$ cat src/wsd_pkg.sv
`timescale 1ns / 1ps
// ---------------------------------------------------------------------------
// wsd_pkg
// Shared constants and types for the work-stealing deque.
// ---------------------------------------------------------------------------
package wsd_pkg;

    localparam int DEPTH     = 1024;
    localparam int ITEM_BITS = 16;
    localparam int IDX_W     = $clog2(DEPTH);
    localparam int PTR_W     = IDX_W + 1;   // pointers wrap at twice the depth
    localparam int OP_W      = 2;
    localparam int OCC_W     = PTR_W;

    localparam logic [OP_W-1:0] OP_PUSH  = 2'd0;
    localparam logic [OP_W-1:0] OP_POP   = 2'd1;
    localparam logic [OP_W-1:0] OP_STEAL = 2'd2;

    // controller to datapath
    typedef struct packed {
        logic load;      // capture the incoming word
        logic exec;      // apply the operation to pointers and ring
        logic out_load;  // move the result into the output register
    } cmd_t;

endpackage

$ cat src/wsd_ctrl.sv
`timescale 1ns / 1ps
// ---------------------------------------------------------------------------
// wsd_ctrl
// Sequencer: accept, execute, load result; owns the output valid flag.
// ---------------------------------------------------------------------------
module wsd_ctrl
(
    input  logic          clk,
    input  logic          rst_n,
    input  logic          in_valid,
    output logic          in_stall,
    output logic          out_valid,
    input  logic          out_stall,
    output wsd_pkg::cmd_t cmd
);

    localparam logic [1:0] S_IDLE = 2'd0;
    localparam logic [1:0] S_EXEC = 2'd1;
    localparam logic [1:0] S_LOAD = 2'd2;

    logic [1:0] state_reg;
    logic [1:0] state_next;
    logic       out_valid_reg;
    logic       out_valid_next;
    logic       out_free;

    assign in_stall  = (state_reg != S_IDLE);
    assign out_valid = out_valid_reg;
    // output register can take a new word if empty or being drained now
    assign out_free  = !out_valid_reg || !out_stall;

    always_comb
    begin
        state_next   = state_reg;
        cmd.load     = 1'b0;
        cmd.exec     = 1'b0;
        cmd.out_load = 1'b0;
        case (state_reg)
            S_IDLE:
            begin
                if (in_valid)
                begin
                    cmd.load   = 1'b1;
                    state_next = S_EXEC;
                end
            end
            S_EXEC:
            begin
                cmd.exec   = 1'b1;
                state_next = S_LOAD;
            end
            S_LOAD:
            begin
                if (out_free)
                begin
                    cmd.out_load = 1'b1;
                    state_next   = S_IDLE;
                end
            end
            default:
            begin
                state_next = S_IDLE;
            end
        endcase
    end

    always_comb
    begin
        out_valid_next = out_valid_reg;
        if (cmd.out_load)
        begin
            out_valid_next = 1'b1;
        end
        else if (out_valid_reg && !out_stall)
        begin
            out_valid_next = 1'b0;
        end
    end

    always_ff @(posedge clk or negedge rst_n)
    begin
        if (!rst_n)
        begin
            state_reg     <= S_IDLE;
            out_valid_reg <= 1'b0;
        end
        else
        begin
            state_reg     <= state_next;
            out_valid_reg <= out_valid_next;
        end
    end

    a_accept_to_exec: assert property (@(posedge clk) disable iff (!rst_n)
        (in_valid && !in_stall) |=> (state_reg == S_EXEC))
        else $error("accepted word did not start execution");

    a_exec_to_load: assert property (@(posedge clk) disable iff (!rst_n)
        (state_reg == S_EXEC) |=> (state_reg == S_LOAD))
        else $error("execute not followed by result load");

    a_no_overwrite: assert property (@(posedge clk) disable iff (!rst_n)
        cmd.out_load |-> !(out_valid_reg && out_stall))
        else $error("pending result overwritten");

    a_load_shows: assert property (@(posedge clk) disable iff (!rst_n)
        cmd.out_load |=> out_valid_reg)
        else $error("loaded result not presented");

endmodule

$ cat config.mk
export PLATFORM = sky130hd
export DESIGN_NAME = wsd_ctrl
export DESIGN_NICKNAME = d
export VERILOG_FILES = /design/src/wsd_pkg.sv /design/src/wsd_ctrl.sv
export SDC_FILE = /design/constraint.sdc
export NUM_CORES = 1
export LEC_CHECK = 0
export ABC_AREA = 1
export BUFFER_PORTS_ARGS = -buffer_cell sky130_fd_sc_hd__buf_2
export CORE_AREA = 2 2 39 41
export CTS_CLUSTER_DIAMETER = 40
export DETAILED_ROUTE_END_ITERATION = 10
export DIE_AREA = 0 0 41 43
export PLACE_DENSITY = 0.3
export SLEW_MARGIN = 20
export SYNTH_ARGS = -nofsm -noshare
export SYNTH_HDL_FRONTEND = slang
export SYNTH_SLANG_ARGS = --single-unit
$ cat constraint.sdc
create_clock -name clk -period 1.2 [get_ports clk]
set_input_delay 0.24 -clock clk [delete_from_list [all_inputs] [get_ports clk]]
set_output_delay 0.24 -clock clk [all_outputs]
set_load 0.05 [all_outputs]
==> out/metrics.cfg <==
[outcome]
status = finished with violations
violations = setup timing

[clock_network]
cts.sinks = 3
cts_tree = built
htree_num_levels = 1
insertion_delay_ns = 0.23
path_clk_slew_ns = 0.04
cts_max_path_buffers = 2
cts_inserted_buffers = 3
root_buffer = clkbuf_4

[placed_design]
preCtsSetupSlack_ns = 0.0343
io_buffer_count = 8
hpwl_um = 286
dp_cells = 44
place_congestion = 0.558
dpl_cell_area_um2 = 221

[global_routing]
grt_pass1_vias = 170
grt_overflow = 0
antenna_found_initial = 0
grt_pass1_wl_um = 641
grtUsageTotal_pct = 6.34
grt_max_degree = 4

[yosys]
yosys-top-cells-area = dfrtp_1 49%, nand2_1 15%, inv_1 12%
synthArstFlopShare_pct = 100
syn_area_per_cell_um2 = 7.27
synth_area_um2 = 153
synthMuxAreaShare_pct = 0
synth_compound_area_share_pct = 0
synthXorXnorAreaFrac_pct = 0
synth_flop_cell = dfrtp_1
yosys.area_share.simple_pct = 28.7
synthAdderAreaFrac_pct = 0
synth-seq-cells = 3
ys_types = 6
yosysWarnings = 0
synth_top_area_share_pct = 49.2
synthMostInstantiatedCell = nand2_1
synth_edf_count = 0
yosysTopAreaCell = dfrtp_1
synth_top_family_by_area = simple AND/OR/NAND/NOR gates
ys_seq_area_share_pct = 49.2
syn_nets = 25
synthesis.instances = 21
netlist_top_cells_count = 6 x nand2_1, 5 x inv_1, 4 x nor2_1

[floorplan]
core-area_mm2 = 0.00138
initial_core_util_pct = 11.0
die-area_mm2 = 0.00176
die_w_um = 41
dieHeight_um = 43
core.rowCount = 14
ioPinCount = 9

[final_layout]
stdcell_area_um2 = 298
fin_nets = 39
diodes = 0
syn2layout_area_growth_pct = 95.1
largest_reg_flops = 2
stdcell_count = 50
layout-drive-gt1-share_pct = 67.6

[hold_path]
whs_path_depth = 3
min-delay-path-class = input pin to flop

[timing]
slew_headroom_pct = 83.6
fin_ws_ns = -0.0766
finalHoldViolCount = 0
drv_slew = 0
fmax_ghz = 0.783
finalCritPeriodShare_pct = 106
final.setup_skew_ns = 0.00431
worstMarginPinSlew_ns = 0.247
rsz0062_at_grt = yes
min_period_ns = 1.28
final-setup-viol-count = 3

[power_and_ir_drop]
power_per_cell_area_mw_per_mm2 = 2660
total_power_w = 0.000792
ir_drop_mv = 0.607
p_leak_nw = 0.161

[route]
first_pass_iters = 4
routedWlPerCell_um = 6.88
wl_um = 344
vias = 156
ant_nets = 0
drcViolationCount = 0
viasPerCell = 3.12
drtIter0Drc = 1

[worst_setup_path]
path_buf_inv = 3
worst_ep_required_time_ns = 0.96
cp-end-kind = output port
worstReg2RegStart = state_reg[1]
crit_type = flop to output port
slowest_stage = dfrtp_1
rrSetupSlack_ns = 0.36
rr_worst_depth = 5
startpoint = state_reg[0]
cp.arrival_ns = 1.04
crit_chain = inv_2, buf_4, nor2_2, buf_6
critPathTopFamily = buffers and inverters
critical_path.endpoint = cmd[1]
worstSetupStartpointType = flop
max_stage_delay_ns = 0.34
timing.rr.end = state_reg[1]
worst-path-max-fanout = 3
path_depth = 4

[run]
max-cap-violations = 0

[routing by layer]
| layer | wire [um] | up-vias | track usage (%) |
|---|---|---|---|
| met4 | 0 | 0 | 8.00 |
| met3 | 48 | 0 | 4.71 |
| met2 | 184 | 6 | 8.13 |
| li1 | - | 81 | - |
| met1 | 110 | 69 | 5.18 |
| met5 | 0 | - | 0 |
[final cells by class]
| cell class | instances | area [um^2] |
|---|---|---|
| fillers | 163 | 1090 |
| repair buffers | 11 | 90.1 |
| flip-flops and latches | 3 | 76.3 |
| multi-input cells | 11 | 66.3 |
| clock buffers | 4 | 26.3 |
| well taps | 16 | 20.0 |
| inverters | 5 | 18.8 |
[per-stage QoR]
| stage | hold WS, ns | util, % | setup TNS, ns |
|---|---|---|---|
| after floorplan | -0.0556 | - | 0 |
| after global placement | 0.0383 | 16.0 | 0 |
| after detailed placement | 0.0429 | 16.0 | 0 |
| after CTS | 0.226 | 21.5 | -0.260 |
| after global routing | 0.246 | 21.5 | -0.444 |
| final | 0.236 | 21.5 | -0.195 |
[placed cells by master (no fill, tap or decap), types with 2 or more instances in the layout]
| cell | netlist | layout |
|---|---|---|
| buf_2 | 0 | 4 |
| nand2_1 | 6 | 3 |
| inv_2 | 0 | 3 |
| nor2_1 | 4 | 2 |
| inv_1 | 5 | 2 |
| buf_4 | 2 | 2 |
| buf_6 | 0 | 4 |
| nand2_2 | 0 | 2 |
| dfrtp_1 | 3 | 2 |
| clkbuf_4 | 0 | 3 |
| nor2_2 | 1 | 2 |
[worst min path at each step]
stage / end / startpoint / slack, ns
final: out_valid / out_stall / 0.24
after global routing: out_valid / out_stall / 0.25
after detailed placement: state_reg[0] / rst_n / 0.04
after global placement: state_reg[0] / rst_n / 0.04
after CTS: out_valid / out_stall / 0.23
after floorplan: out_valid / rst_n / -0.06
[cell families after synthesis]
kind of cell / Yosys count
buffers and inverters: 7
DFF: 3
and+or+nand+nor: 11
[worst min-delay path, delay by kind of cell]
family / cells / cell delay [ns]
buffers and inverters: 1 / 0.08
AND/OR/NAND/NOR: 2 / 0.11
[power by group]
| group | switching [W] | total [W] | internal (W) |
|---|---|---|---|
| Combinational | 0.000304 | 0.000456 | 0.000152 |
| Sequential | 0.0000253 | 0.000162 | 0.000136 |
| Clock | 0.0000493 | 0.000174 | 0.000124 |
[timing repair]
action	4_1_cts	5_1_grt
cloned	0	0
pin swaps	2	0
buffers inserted	1	0
endpoints found under the hold margin	3	0
endpoints found under the setup margin	4	4
resized for setup	14	0
hold buffers	1	0
(Power assumes the default switching activity.)
